File: src/u8l1_pkg.sv
`timescale 1ns / 1ps
`default_nettype none
// ---------------------------------------------------------------------------
// u8l1_pkg: shared types and functions of the UTF-8 to Latin-1 converter
// Transfer payloads, the job record passed from front to back, lead-byte
// classification and the code-point build of a complete sequence.
// ---------------------------------------------------------------------------
package u8l1_pkg;

   // Transfer payloads
   typedef struct packed {
      logic [7:0] byte_in;
      logic       end_of_string;
   } req_type;

   typedef struct packed {
      logic [7:0] latin1_byte;
      logic       last_of_string;
   } rsp_type;

   localparam logic [7:0] REPL_RESET = 8'h3F;

   // One job holds every result caused by one input byte
   localparam int unsigned MAX_SLOTS = 4;
   localparam int unsigned SLOT_W    = $clog2(MAX_SLOTS);
   localparam int unsigned CNT_W     = $clog2(MAX_SLOTS + 1);

   typedef struct packed {
      logic [MAX_SLOTS-1:0][7:0] chars;
      logic [CNT_W-1:0]          count;
      logic                      last;
   } job_type;

   // Job queue between front and back
   localparam int unsigned QUEUE_DEPTH = 4;
   localparam int unsigned QPTR_W      = $clog2(QUEUE_DEPTH);
   localparam int unsigned QCNT_W      = $clog2(QUEUE_DEPTH + 1);

   typedef struct packed {
      logic full;
      logic empty;
   } qstat_type;

   // Lead-byte classes
   typedef enum logic [2:0] {
      LEAD_ASCII,
      LEAD_TWO,
      LEAD_THREE,
      LEAD_FOUR,
      LEAD_BAD
   } lead_type;

   function automatic lead_type classify(input logic [7:0] c);
      lead_type lt;
      case (c) inside
         [8'h00:8'h7F]: lt = LEAD_ASCII;
         [8'hC0:8'hDF]: lt = LEAD_TWO;
         [8'hE0:8'hEF]: lt = LEAD_THREE;
         [8'hF0:8'hF7]: lt = LEAD_FOUR;
         default:       lt = LEAD_BAD;
      endcase
      return lt;
   endfunction

   // Further bytes a lead byte collects
   function automatic logic [1:0] follow_count(input lead_type lt);
      logic [1:0] k;
      case (lt)
         LEAD_TWO:   k = 2'd1;
         LEAD_THREE: k = 2'd2;
         LEAD_FOUR:  k = 2'd3;
         default:    k = 2'd0;
      endcase
      return k;
   endfunction

   // Build the code point of lead s[0] plus k further bytes; keep it if it
   // fits in eight bits, else give the replacement byte
   function automatic logic [7:0] map_seq(input logic [3:0][7:0] s,
                                          input logic [1:0]      k,
                                          input logic [7:0]      repl);
      logic       fits;
      logic [7:0] val;
      case (k)
         2'd1: begin
            fits = (s[0][4:2] == 3'd0);
            val  = {s[0][1:0], s[1][5:0]};
         end
         2'd2: begin
            fits = (s[0][3:0] == 4'd0) && (s[1][5:2] == 4'd0);
            val  = {s[1][1:0], s[2][5:0]};
         end
         2'd3: begin
            fits = (s[0][2:0] == 3'd0) && (s[1][5:0] == 6'd0) && (s[2][5:2] == 4'd0);
            val  = {s[2][1:0], s[3][5:0]};
         end
         default: begin
            fits = 1'b1;
            val  = s[0];
         end
      endcase
      return fits ? val : repl;
   endfunction

endpackage
`default_nettype wire

File: src/u8l1_front.sv
`timescale 1ns / 1ps
`default_nettype none
// ---------------------------------------------------------------------------
// u8l1_front: byte intake and sequence decoder
// Holds a pending multi-byte sequence, decodes complete sequences and the
// string tail, and turns each accepted byte into at most one job of results.
// ---------------------------------------------------------------------------
module u8l1_front (
   input  wire logic              clock,
   input  wire logic              reset,
   input  wire logic              accept,
   input  wire u8l1_pkg::req_type req_data,
   input  wire logic              csr_wr_en,
   input  wire logic [7:0]        csr_wr_data,
   output logic                   push,
   output u8l1_pkg::job_type      push_data
);
   import u8l1_pkg::*;

   logic [2:0][7:0] held_ff, held_in;
   logic [1:0]      held_count_ff, held_count_in;
   logic [1:0]      needed_ff, needed_in;
   logic [7:0]      repl_ff;

   logic [7:0][7:0] tail;
   job_type         tail_job;
   job_type         job;

   // Replacement byte register
   always_ff @(posedge clock) begin
      if (reset) begin
         repl_ff <= REPL_RESET;
      end else if (csr_wr_en) begin
         repl_ff <= csr_wr_data;
      end
   end

   // Line up held bytes and the new byte, zero beyond
   always_comb begin
      for (int j = 0; j < 8; j++) begin
         if (j < int'(held_count_ff)) begin
            tail[j] = held_ff[j];
         end else if (j == int'(held_count_ff)) begin
            tail[j] = req_data.byte_in;
         end else begin
            tail[j] = 8'h00;
         end
      end
   end

   // Decode the whole tail at end of string, one result per step
   always_comb begin : tail_decode
      logic [2:0]      pos;
      logic [2:0]      n;
      logic [7:0]      cur;
      lead_type        lt;
      logic [1:0]      k;
      logic [3:0][7:0] win;
      tail_job = '0;
      pos      = '0;
      n        = {1'b0, held_count_ff} + 3'd1;
      for (int st = 0; st < MAX_SLOTS; st++) begin
         cur = tail[pos];
         lt  = classify(cur);
         k   = follow_count(lt);
         for (int m = 0; m < 4; m++) begin
            win[m] = tail[pos + 3'(m)];
         end
         if (pos < n) begin
            if (lt == LEAD_ASCII) begin
               tail_job.chars[st] = cur;
               pos = pos + 3'd1;
            end else if (lt == LEAD_BAD) begin
               tail_job.chars[st] = repl_ff;
               pos = pos + 3'd1;
            end else if ((pos + {1'b0, k}) < n) begin
               tail_job.chars[st] = map_seq(win, k, repl_ff);
               pos = pos + {1'b0, k} + 3'd1;
            end else begin
               tail_job.chars[st] = repl_ff;
               pos = pos + 3'd1;
            end
            tail_job.count = CNT_W'(st + 1);
         end
      end
      tail_job.last = 1'b1;
   end

   // Advance the pending sequence and form this byte's job
   always_comb begin : step
      lead_type lt;
      lt            = classify(req_data.byte_in);
      held_in       = held_ff;
      held_count_in = held_count_ff;
      needed_in     = needed_ff;
      job           = '0;
      if (req_data.end_of_string) begin
         job           = tail_job;
         held_count_in = 2'd0;
         needed_in     = 2'd0;
      end else if (needed_ff == 2'd0) begin
         if (lt == LEAD_ASCII) begin
            job.chars[0] = req_data.byte_in;
            job.count    = CNT_W'(1);
         end else if (lt == LEAD_BAD) begin
            job.chars[0] = repl_ff;
            job.count    = CNT_W'(1);
         end else begin
            held_in[0]    = req_data.byte_in;
            held_count_in = 2'd1;
            needed_in     = follow_count(lt);
         end
      end else if (needed_ff == 2'd1) begin
         job.chars[0]  = map_seq(tail[3:0], held_count_ff, repl_ff);
         job.count     = CNT_W'(1);
         held_count_in = 2'd0;
         needed_in     = 2'd0;
      end else begin
         held_in[held_count_ff] = req_data.byte_in;
         held_count_in          = held_count_ff + 2'd1;
         needed_in              = needed_ff - 2'd1;
      end
   end

   // Sequence state
   always_ff @(posedge clock) begin
      if (reset) begin
         held_count_ff <= 2'd0;
         needed_ff     <= 2'd0;
      end else if (accept) begin
         held_count_ff <= held_count_in;
         needed_ff     <= needed_in;
      end
   end

   // Held bytes carry no reset: only entries below the count are read
   always_ff @(posedge clock) begin
      if (accept) begin
         held_ff <= held_in;
      end
   end

   assign push      = accept && (job.count != '0);
   assign push_data = job;

endmodule
`default_nettype wire

File: src/u8l1_queue.sv
`timescale 1ns / 1ps
`default_nettype none
// ---------------------------------------------------------------------------
// u8l1_queue: job queue between decoder and output serialiser
// A short first-in first-out store of jobs so each side can stall alone.
// ---------------------------------------------------------------------------
module u8l1_queue (
   input  wire logic              clock,
   input  wire logic              reset,
   input  wire logic              push,
   input  wire u8l1_pkg::job_type push_data,
   input  wire logic              pop,
   output u8l1_pkg::job_type      pop_data,
   output u8l1_pkg::qstat_type    status
);
   import u8l1_pkg::*;

   job_type           entry_ff [QUEUE_DEPTH];
   logic [QPTR_W-1:0] wr_ptr_ff;
   logic [QPTR_W-1:0] rd_ptr_ff;
   logic [QCNT_W-1:0] count_ff, count_in;

   // Store a job on push
   always_ff @(posedge clock) begin
      if (push) begin
         entry_ff[wr_ptr_ff] <= push_data;
      end
   end

   // Advance pointers and fill level
   always_comb begin
      count_in = count_ff;
      if (push && !pop) begin
         count_in = count_ff + QCNT_W'(1);
      end else if (pop && !push) begin
         count_in = count_ff - QCNT_W'(1);
      end
   end

   always_ff @(posedge clock) begin
      if (reset) begin
         wr_ptr_ff <= '0;
         rd_ptr_ff <= '0;
         count_ff  <= '0;
      end else begin
         if (push) begin
            wr_ptr_ff <= wr_ptr_ff + QPTR_W'(1);
         end
         if (pop) begin
            rd_ptr_ff <= rd_ptr_ff + QPTR_W'(1);
         end
         count_ff <= count_in;
      end
   end

   assign pop_data     = entry_ff[rd_ptr_ff];
   assign status.full  = (count_ff == QCNT_W'(QUEUE_DEPTH));
   assign status.empty = (count_ff == '0);

endmodule
`default_nettype wire

File: src/u8l1_back.sv
`timescale 1ns / 1ps
`default_nettype none
// ---------------------------------------------------------------------------
// u8l1_back: output serialiser
// Takes queued jobs and sends their results one transfer a cycle, unless
// rsp_stall holds the registered output stage; flags the last of a string.
// ---------------------------------------------------------------------------
module u8l1_back (
   input  wire logic                clock,
   input  wire logic                reset,
   input  wire u8l1_pkg::job_type   pop_data,
   input  wire u8l1_pkg::qstat_type status,
   output logic                     pop,
   output logic                     rsp_valid,
   input  wire logic                rsp_stall,
   output u8l1_pkg::rsp_type        rsp_data
);
   import u8l1_pkg::*;

   job_type           job_ff;
   logic              job_valid_ff;
   logic [SLOT_W-1:0] slot_ff;
   logic              rsp_valid_ff;
   rsp_type           rsp_data_ff;

   logic out_free;
   logic emit;
   logic job_done;

   assign out_free = !rsp_valid_ff || !rsp_stall;
   assign emit     = job_valid_ff && out_free;
   assign job_done = emit && (({1'b0, slot_ff} + CNT_W'(1)) == job_ff.count);
   assign pop      = !status.empty && (!job_valid_ff || job_done);

   // Load the next job and walk its slots
   always_ff @(posedge clock) begin
      if (reset) begin
         job_valid_ff <= 1'b0;
         slot_ff      <= '0;
      end else if (pop) begin
         job_valid_ff <= 1'b1;
         slot_ff      <= '0;
      end else if (job_done) begin
         job_valid_ff <= 1'b0;
      end else if (emit) begin
         slot_ff <= slot_ff + SLOT_W'(1);
      end
   end

   always_ff @(posedge clock) begin
      if (pop) begin
         job_ff <= pop_data;
      end
   end

   // Output register: hold while stalled
   always_ff @(posedge clock) begin
      if (reset) begin
         rsp_valid_ff <= 1'b0;
      end else if (emit) begin
         rsp_valid_ff <= 1'b1;
      end else if (!rsp_stall) begin
         rsp_valid_ff <= 1'b0;
      end
   end

   always_ff @(posedge clock) begin
      if (emit) begin
         rsp_data_ff.latin1_byte    <= job_ff.chars[slot_ff];
         rsp_data_ff.last_of_string <= job_ff.last && job_done;
      end
   end

   assign rsp_valid = rsp_valid_ff;
   assign rsp_data  = rsp_data_ff;

endmodule
`default_nettype wire

File: src/utf8_to_latin1_stream.sv
`timescale 1ns / 1ps
`default_nettype none
// Results pass through the job queue, the back's job register and the output
// register. Bytes are accepted one per cycle while the queue is not full;
// the output register sends one transfer per cycle while rsp_stall is low.
// A four-job queue parts intake from output; req_stall rises when it is full.
// Reset (synchronous): drops any pending sequence, empties the queue and
// sets the replacement byte to '?'.
// ---------------------------------------------------------------------------
// utf8_to_latin1_stream: streaming UTF-8 to Latin-1 converter
// Decoder front, job queue and output serialiser.
// ---------------------------------------------------------------------------
module utf8_to_latin1_stream (
   input  wire logic              clock,
   input  wire logic              reset,
   input  wire logic              req_valid,
   output logic                   req_stall,
   input  wire u8l1_pkg::req_type req_data,
   output logic                   rsp_valid,
   input  wire logic              rsp_stall,
   output u8l1_pkg::rsp_type      rsp_data,
   input  wire logic              csr_wr_en,
   input  wire logic [7:0]        csr_wr_data
);
   import u8l1_pkg::*;

   logic      accept;
   logic      push;
   job_type   push_data;
   logic      pop;
   job_type   pop_data;
   qstat_type q_status;

   assign req_stall = q_status.full;
   assign accept    = req_valid && !req_stall;

   u8l1_front u_front (
      .clock       (clock),
      .reset       (reset),
      .accept      (accept),
      .req_data    (req_data),
      .csr_wr_en   (csr_wr_en),
      .csr_wr_data (csr_wr_data),
      .push        (push),
      .push_data   (push_data)
   );

   u8l1_queue u_queue (
      .clock     (clock),
      .reset     (reset),
      .push      (push),
      .push_data (push_data),
      .pop       (pop),
      .pop_data  (pop_data),
      .status    (q_status)
   );

   u8l1_back u_back (
      .clock     (clock),
      .reset     (reset),
      .pop_data  (pop_data),
      .status    (q_status),
      .pop       (pop),
      .rsp_valid (rsp_valid),
      .rsp_stall (rsp_stall),
      .rsp_data  (rsp_data)
   );

endmodule
`default_nettype wire

File: config.mk
export PLATFORM = sky130hd
export DESIGN_NAME = utf8_to_latin1_stream
export DESIGN_NICKNAME = d
export VERILOG_FILES = /design/src/u8l1_pkg.sv /design/src/u8l1_front.sv /design/src/u8l1_queue.sv /design/src/u8l1_back.sv /design/src/utf8_to_latin1_stream.sv
export SDC_FILE = /design/constraint.sdc
export NUM_CORES = 1
export LEC_CHECK = 0
export BUFFER_PORTS_ARGS = -buffer_cell sky130_fd_sc_hd__buf_2
export CAP_MARGIN = 15
export CORE_ASPECT_RATIO = 1.5
export CORE_UTILIZATION = 40
export DETAILED_ROUTE_END_ITERATION = 7
export GPL_ROUTABILITY_DRIVEN = 1
export SLEW_MARGIN = 20
export SYNTH_ARGS = -nofsm -noshare
export SYNTH_HDL_FRONTEND = slang
export SYNTH_SLANG_ARGS = --single-unit
File: constraint.sdc
create_clock -name clock -period 12.1 [get_ports clock]
set_input_delay 1.21 -clock clock [delete_from_list [all_inputs] [get_ports clock]]
set_output_delay 1.21 -clock clock [all_outputs]
set_load 0.005 [all_outputs]
==> metrics, run 1 <==
run status completed; relative contribution of combinational cells to total power 0.456; fraction of the mapped netlist area in adder cells 0.0376; worst rel slew slack 0.304; routed via count 13192; Leak 6.84 nW; Post-synth top flop sky130_fd_sc_hd__edfxtp_1; Clock Latency Late Sink 560 ps; number of cell rows 88; number of distinct library cells after synthesis 95; switching power as a share of total power 0.366; maxcap violations 0; number of I/O port buffers 32; antenna diode instance count 0; nets 1695; Yosys Warn Count 0; ratio of cells with drive above 1 in the final layout 0.277; switching pwr 0.00135 W; syn nets 1520; Worst EP arrival 11810 ps; ports placed on the boundary 33; critical-path cell with the highest stage delay sky130_fd_sc_hd__or4b_4; fin util 0.487; multiplexer share of the synthesized area 0.139; die outline area 0.0398 mm^2; core footprint 0.0384 mm^2; TritonRoute pass-1 iters 5; area leader, netlist sky130_fd_sc_hd__edfxtp_1; Clk pin slew, worst setup/hold paths 60 ps; detail-routed via count per cell 6.17; portion of total power attributed to the clock network 0.208; library cell used as clock root buffer sky130_fd_sc_hd__clkbuf_16; Synth Cell Area 0.0156 mm^2; total CTS buffers 23; number of hold violations in the final report 0; height of the die 244 um; sum of routed wire length over all layers 55800 um; CP startpoint kind input port; level count of the clock H-tree 1; kind of end point of the critical path register; setup repair after global routing missed its margin no; Pwr Density 197 mW/mm^2; combinational family with the most area after synthesis compound AO/OA/AOI/OAI gates; sequential share of power 0.336; area fraction in compound gates after synthesis 0.198; share of synthesized registers carrying an async set or reset 0; via count of the first global-routing pass 13063; Final Instance Count excl. Fillers 2139; sequential area share after synthesis 0.440; Post-Synth Simple-Gate Area 0.139; # placed instances 2094; setup skew after layout 52.0 ps; parity-gate share of the synthesized area counting xor and xnor cells 0.00956; global-route wire length before repair 83300 um; portion of synthesized cell area occupied by the leading cell type 0.411; TritonCTS clock tree done; Die X 163 um; most numerous cell in the Yosys netlist sky130_fd_sc_hd__edfxtp_1; crit path max fanout 16; Synth Instances 1453; VDD IR-drop max 172 uV; maximum single-stage delay on the critical path 490 ps; ANT nets after route 0; path class of the lowest-slack min-delay path reg -> reg; top cells by instance count after synthesis sky130_fd_sc_hd__edfxtp_1 (213), sky130_fd_sc_hd__nor2_1 (116), sky130_fd_sc_hd__nand2_1 (113); largest net degree at the start of global routing 42; drt initial violations 1004; total global-route track usage 0.283; Setup-failing EPs final 0; total grt overflow 0; Placer Congestion 1.03; antenna violations before repair 0; Period Utilization, post-route 0.956; Max Transition Viols Final 0; detailed-route DRC error count 0; Worst Max-Slew Pin Slew 1040 ps; Data required, critical path 12350 ps; minimum clock period 11570 ps; clock net sink count 236; top post-synthesis cells by area sky130_fd_sc_hd__edfxtp_1 (41%), sky130_fd_sc_hd__mux4_2 (9.1%), sky130_fd_sc_hd__ha_1 (3.4%), sky130_fd_sc_hd__a21oi_1 (3.1%), sky130_fd_sc_hd__mux2i_1 (3.0%); number of synthesized flops with an enable pin 213; synthesized area per cell 10.7 um^2; flops & latches, synth 236; average wire per cell in the routed design 26.1 um; top achievable clock speed 86.4 MHz; cell internal power dissipation 0.00234 W; critical path type in -> reg; buffer levels on the longest clock path 3; synthesis-to-finish area growth 20.0%; CTS Hold Bufs 0; cell repeated most along the worst path sky130_fd_sc_hd__ha_1; DP HPWL 43300 um; initial standard-cell utilization of the core 0.405
metrics by stage:
stage               hold WS (ps)  setup WS, ps  total power, W  instance area [um^2]  TNS (ps)
finish                       509           532         0.00369                 18700         0
global route                 534          54.1         0.00388                 18700         0
CTS                          515           284         0.00369                 18600         0
detailed placement           500          -127         0.00292                 17800     -1830
global placement             489         -63.7         0.00290                 17800      -599
floorplan                    454          2.65         0.00227                 15700         0
kinds of logic (layout without fill, tap and decap cells):
logic type | Yosys count | count (layout)
muxes | 134 | 134
xor gates and xnor gates | 17 | 17
buffers and inverters | 139 | 330
DFF | 236 | 236
adders and majority gates | 45 | 45
AOI/OAI and AO/OA | 444 | 444
and+or+nand+nor | 438 | 438
layout by cell type, fill, tap and decap left out, types with 14 or more instances in the layout:
master                        n
sky130_fd_sc_hd__buf_4      209
sky130_fd_sc_hd__a221oi_1    16
sky130_fd_sc_hd__nand2_1    113
sky130_fd_sc_hd__mux4_2      63
sky130_fd_sc_hd__edfxtp_1   213
sky130_fd_sc_hd__nor2_1     111
sky130_fd_sc_hd__nand3_1     32
sky130_fd_sc_hd__o211ai_1    17
sky130_fd_sc_hd__and2_1      19
sky130_fd_sc_hd__a21oi_1     94
sky130_fd_sc_hd__buf_2       32
sky130_fd_sc_hd__o21a_1      14
sky130_fd_sc_hd__nor2b_1     28
sky130_fd_sc_hd__clkbuf_16   23
sky130_fd_sc_hd__dfxtp_1     21
sky130_fd_sc_hd__o21ai_1     23
sky130_fd_sc_hd__mux2i_1     44
sky130_fd_sc_hd__mux2_2      21
sky130_fd_sc_hd__a22oi_1     20
sky130_fd_sc_hd__ha_1        40
sky130_fd_sc_hd__inv_1       31
sky130_fd_sc_hd__nor3_1      32
sky130_fd_sc_hd__o21ai_0     88
worst paths after layout:
kind | slack [ps] | from | cells after the start | endpoint
setup / recovery | 530 | req_data[6] | 59 | u_queue.entry_ff[0][32]
hold / removal | 510 | u_front.needed_ff[1] | 2 | u_front.needed_ff[1]
setup reg to reg | 630 | u_front.held_count_ff[0] | 60 | u_queue.entry_ff[0][32]
hold reg to reg | 510 | u_front.needed_ff[1] | 2 | u_front.needed_ff[1]
power groups by stage:
stage | clock network (W) | registers [W] | logic [W]
after global placement | 0 | 0.00125 | 0.00165
final | 0.000768 | 0.00124 | 0.00168
after detailed placement | 0 | 0.00126 | 0.00166
after CTS | 0.000782 | 0.00125 | 0.00166
after floorplan | 0 | 0.00120 | 0.00107
after global routing | 0.000810 | 0.00126 | 0.00181
sequential cells by signal (all words and copies together) (netlist names):
register,flops
u_queue.entry_ff,144
u_back.job_ff,36
u_front.held_ff,24
u_back.rsp_data,9
u_front.repl_ff,8
u_queue.count_ff,3
u_back.slot_ff,2
u_front.held_count_ff,2
u_front.needed_ff,2
u_queue.rd_ptr_ff,2
u_queue.wr_ptr_ff,2
u_back.job_valid_ff,1
u_back.rsp_valid,1
final cells by class:
class                      instances  area [um^2]
fill                            3568        19700
sequential                       236         6860
inverter                          41          159
clock buffer                      25          583
timing repair buffer             248         1860
clock inverter                    16          224
multi-input combinational       1078         8400
tap                              495          619
layer usage:
| layer | vias up | GRT usage | share of wire |
|---|---|---|---|
| met5 | - | 0 | 0 |
| met4 | 0 | 0.183 | 0.076 |
| met3 | 179 | 0.0233 | 0.044 |
| met2 | 486 | 0.497 | 0.51 |
| met1 | 6496 | 0.328 | 0.37 |
| li1 | 6031 | - | - |
repair_timing:
item	CTS	global route
setup endpoints to repair	0	32
endpoints found under the hold margin	0	0
buffers inserted	0	3
gates resized for setup	0	21
critical path: cells and delay by family:
kind	cells	cell delay, ps
adder cells (fa/ha/maj)	9	2580
buffers and inverters	10	970
AND/OR/NAND/NOR	19	3150
multiplexers	2	800
AO/OA/AOI/OAI	18	3020
XOR/XNOR	1	80
(Power assumes the default switching activity.)
==> run 2, diff against run 1 <==
--- a/config.mk
+++ b/config.mk
@@ -6,11 +6,12 @@
 export NUM_CORES = 1
 export LEC_CHECK = 0
 export BUFFER_PORTS_ARGS = -buffer_cell sky130_fd_sc_hd__buf_2
-export CAP_MARGIN = 15
+export CAP_MARGIN = 20
 export CORE_ASPECT_RATIO = 1.5
 export CORE_UTILIZATION = 40
 export DETAILED_ROUTE_END_ITERATION = 7
 export GPL_ROUTABILITY_DRIVEN = 1
+export HOLD_SLACK_MARGIN = 0.08
 export SLEW_MARGIN = 20
 export SYNTH_ARGS = -nofsm -noshare
 export SYNTH_HDL_FRONTEND = slang
==> constraint.sdc (replaced) <==
create_clock -name clock -period 9.8 [get_ports clock]
set_input_delay 0.98 -clock clock [delete_from_list [all_inputs] [get_ports clock]]
set_output_delay 0.98 -clock clock [all_outputs]
set_load 0.005 [all_outputs]
==> run 2 against run 1 <==
Against the previous run: the run now ends with negative setup slack left; setup slack got worse by 1800 ps; utilization increased by 4.1 points; global-route usage increased by 0.27 points; first-iteration DRC count increased by 12%; cell count increased by 6.0%; sequential share of layout area decreased by 2.8 points; hold slack improved by 16 ps; via count increased by 5.4%; die area unchanged.
==> metrics, run 2 (same netlist as run 1, synthesis figures left out) <==
run status finished with violations; violations in the final reports negative setup slack; level count of the clock H-tree 1 (unchanged); critical path type reg -> reg; antenna diode instance count 0 (unchanged); VDD IR-drop max 303 uV (+76%); end point of the most critical hold path u_back.rsp_valid; antenna violations before repair 0 (unchanged); sequential share of power 0.311 (-0.025); total global-route track usage 0.286 (+0.00271); portion of total power attributed to the clock network 0.182 (-0.026); ratio of cells with drive above 1 in the final layout 0.367 (+0.0904); worst rel slew slack 0.292 (-0.0128); Placer Congestion 1.04 (+1.1%); end of the worst register-to-register path u_queue.entry_ff[2][32]; number of cell rows 88 (unchanged); flip-flop count of the largest register, all copies and words added 144 (unchanged); core footprint 0.0384 mm^2 (unchanged); via count of the first global-routing pass 13766 (+5.4%); TritonRoute pass-1 iters 5 (unchanged); drt initial violations 1127 (+12%); number of hold violations in the final report 0 (unchanged); total CTS buffers 24 (+4.3%); largest net degree at the start of global routing 42 (unchanged); CTS Hold Bufs 0 (unchanged); Worst Max-Slew Pin Slew 1060 ps (+19.2 ps); path class of the lowest-slack min-delay path reg -> reg; detail-routed via count per cell 6.13 (-0.58%); Final Instance Count excl. Fillers 2268 (+6.0%); Data required, critical path 10060 ps (-2290 ps); synthesis-to-finish area growth 30.1%; Power Total 0.00491 W (+33%); Worst Hold Launch u_back.rsp_valid; library cell used as clock root buffer sky130_fd_sc_hd__clkbuf_16; Clk pin slew, worst setup/hold paths 60 ps (about the same); global-route wire length before repair 84200 um (+1.2%); average wire per cell in the routed design 25.8 um (-1.2%); area post-placement 0.0185 mm^2 (+4.3%); setup repair after global routing missed its margin yes; die outline area 0.0398 mm^2 (unchanged); ports placed on the boundary 33 (unchanged); Clock Latency Late Sink 560 ps (about the same); switching power as a share of total power 0.368 (+0.00168); biggest registers after layout u_queue.entry_ff: 144 flops, u_back.job_ff: 36 flops, u_front.held_ff: 24 flops; cell count of the worst hold path 2 (unchanged); cell internal power dissipation 0.00311 W (+33%); nets 1823 (+7.6%); Worst Setup Slack, final -1220 ps (-1750 ps); Setup TNS -65500 ps (-65500 ps); register with the most flip-flops u_queue.entry_ff; clock net sink count 236 (unchanged); number of cells traversed by the worst register-to-register path 60 (unchanged); Period Utilization, post-route 1.12; buffer levels on the longest clock path 3 (unchanged); # placed instances 2166 (+3.4%); most common cell after layout, fill and taps aside sky130_fd_sc_hd__buf_4; detailed-route DRC error count 0 (unchanged); maximum single-stage delay on the critical path 500 ps (about the same); crit path max fanout 8 (-8); critical-path cell with the highest stage delay sky130_fd_sc_hd__fa_1; TritonCTS clock tree done; setup skew after layout 46.6 ps (-5.36 ps); Die X 163 um (unchanged); DP HPWL 43600 um (+0.66%); kind of end point of the critical path register; minimum clock period 11020 ps; worst-case register-to-register setup slack -1220 ps (-1850 ps); sum of routed wire length over all layers 58500 um (+4.7%); height of the die 244 um (unchanged); number of I/O port buffers 32 (unchanged); total grt overflow 0 (unchanged); worst slack after detailed placement -1910 ps (-1780 ps); ANT nets after route 0 (unchanged); Setup-failing EPs final 179 (+179); Leak 7.54 nW (+10%); maxcap violations 0 (unchanged); routed via count 13906 (+5.4%); initial standard-cell utilization of the core 0.405 (unchanged); CP startpoint kind register; most frequent cells in the layout sky130_fd_sc_hd__buf_4 (302), sky130_fd_sc_hd__edfxtp_1 (213), sky130_fd_sc_hd__nand2_1 (109), sky130_fd_sc_hd__nor2_1 (107), sky130_fd_sc_hd__a21oi_1 (90); Max Transition Viols Final 0 (unchanged); relative contribution of combinational cells to total power 0.507 (+0.051); switching pwr 0.00181 W (+34%); Pwr Density 242 mW/mm^2 (+23%); Worst EP arrival 11280 ps (-530 ps); final non-filler cell area 0.0203 mm^2 (+8.4%); top achievable clock speed 90.7 MHz; cell repeated most along the worst path sky130_fd_sc_hd__ha_4; reg-to-reg startpoint u_front.held_count_ff[1]; fillers 3387 (-5.1%)
==> run 2: cell count changes in the layout (fill, tap and decap cells not counted), moves of 5 or more <==
cell	delta
sky130_fd_sc_hd__and2_1	-5
sky130_fd_sc_hd__and2_4	+21
sky130_fd_sc_hd__buf_4	+93
sky130_fd_sc_hd__buf_6	+18
sky130_fd_sc_hd__clkbuf_1	+5
sky130_fd_sc_hd__ha_1	-10
sky130_fd_sc_hd__ha_4	+9
sky130_fd_sc_hd__inv_1	-8
sky130_fd_sc_hd__inv_2	+6
sky130_fd_sc_hd__o21ai_0	-5
sky130_fd_sc_hd__o21ai_2	+6
==> run 2: critical path, delay by kind of cell (launching register included) <==
family	cells	cell delay, ps
AOI/OAI and AO/OA	16	2540
xor gates and xnor gates	1	130
adders and majority gates	10	2490
buffers and inverters	12	1220
DFF	1	330
muxes	2	540
and+or+nand+nor	19	3500
==> run 2: layout make-up <==
| class | count | area, um^2 | area share |
|---|---|---|---|
| Inverter | 41 | 166 | 0.00821 |
| Multi-Input combinational cell | 1090 | 9020 | 0.445 |
| Timing Repair Buffer | 363 | 2830 | 0.139 |
| Clock inverter | 11 | 138 | 0.00679 |
| Sequential cell | 236 | 6860 | 0.339 |
| Tap cell | 495 | 619 | 0.0306 |
| Clock buffer | 32 | 641 | 0.0316 |
==> run 2: worst max-delay path by stage <==
stage | depth (start not counted) | start | end
floorplan | 59 | req_data[4] | u_queue.entry_ff[0][28]
CTS | 62 | u_front.held_count_ff[1] | u_queue.entry_ff[2][32]
finish | 60 | u_front.held_count_ff[1] | u_queue.entry_ff[2][32]
global placement | 60 | req_data[4] | u_queue.entry_ff[0][30]
global route | 60 | u_front.held_count_ff[0] | u_queue.entry_ff[2][32]
detailed placement | 57 | req_data[4] | u_queue.entry_ff[2][33]
==> run 2: through the flow <==
step                 util  hold WS, ps
global route        0.527          571
detailed placement  0.482          511
finish              0.527          525
CTS                 0.510          527
global placement    0.482          483
floorplan               -          454
==> run 2: metal layers <==
metal | vias to the layer above | track usage | wire, um
met5 | - | 0 | 0
met1 | 6736 | 0.316 | 20300
met3 | 253 | 0.0334 | 2960
met4 | 0 | 0.220 | 5310
li1 | 6317 | - | -
met2 | 600 | 0.495 | 29900
==> run 2: timing repair <==
| item | in CTS | in global routing |
|---|---|---|
| cloned | 1 | 13 |
| pin swaps | 22 | 29 |
| setup buffers | 16 | 40 |
| setup endpoints to repair | 193 | 189 |
| endpoints found under the hold margin | 0 | 0 |
| resized for setup | 38 | 79 |
==> run 2: power groups by stage <==
stage                     clock network, W  registers, W  logic (W)
after floorplan                          0       0.00148    0.00139
after global placement                   0       0.00154    0.00220
after detailed placement                 0       0.00155    0.00222
after CTS                         0.000913       0.00153    0.00229
after global routing              0.000948       0.00154    0.00267
final                             0.000895       0.00153    0.00249
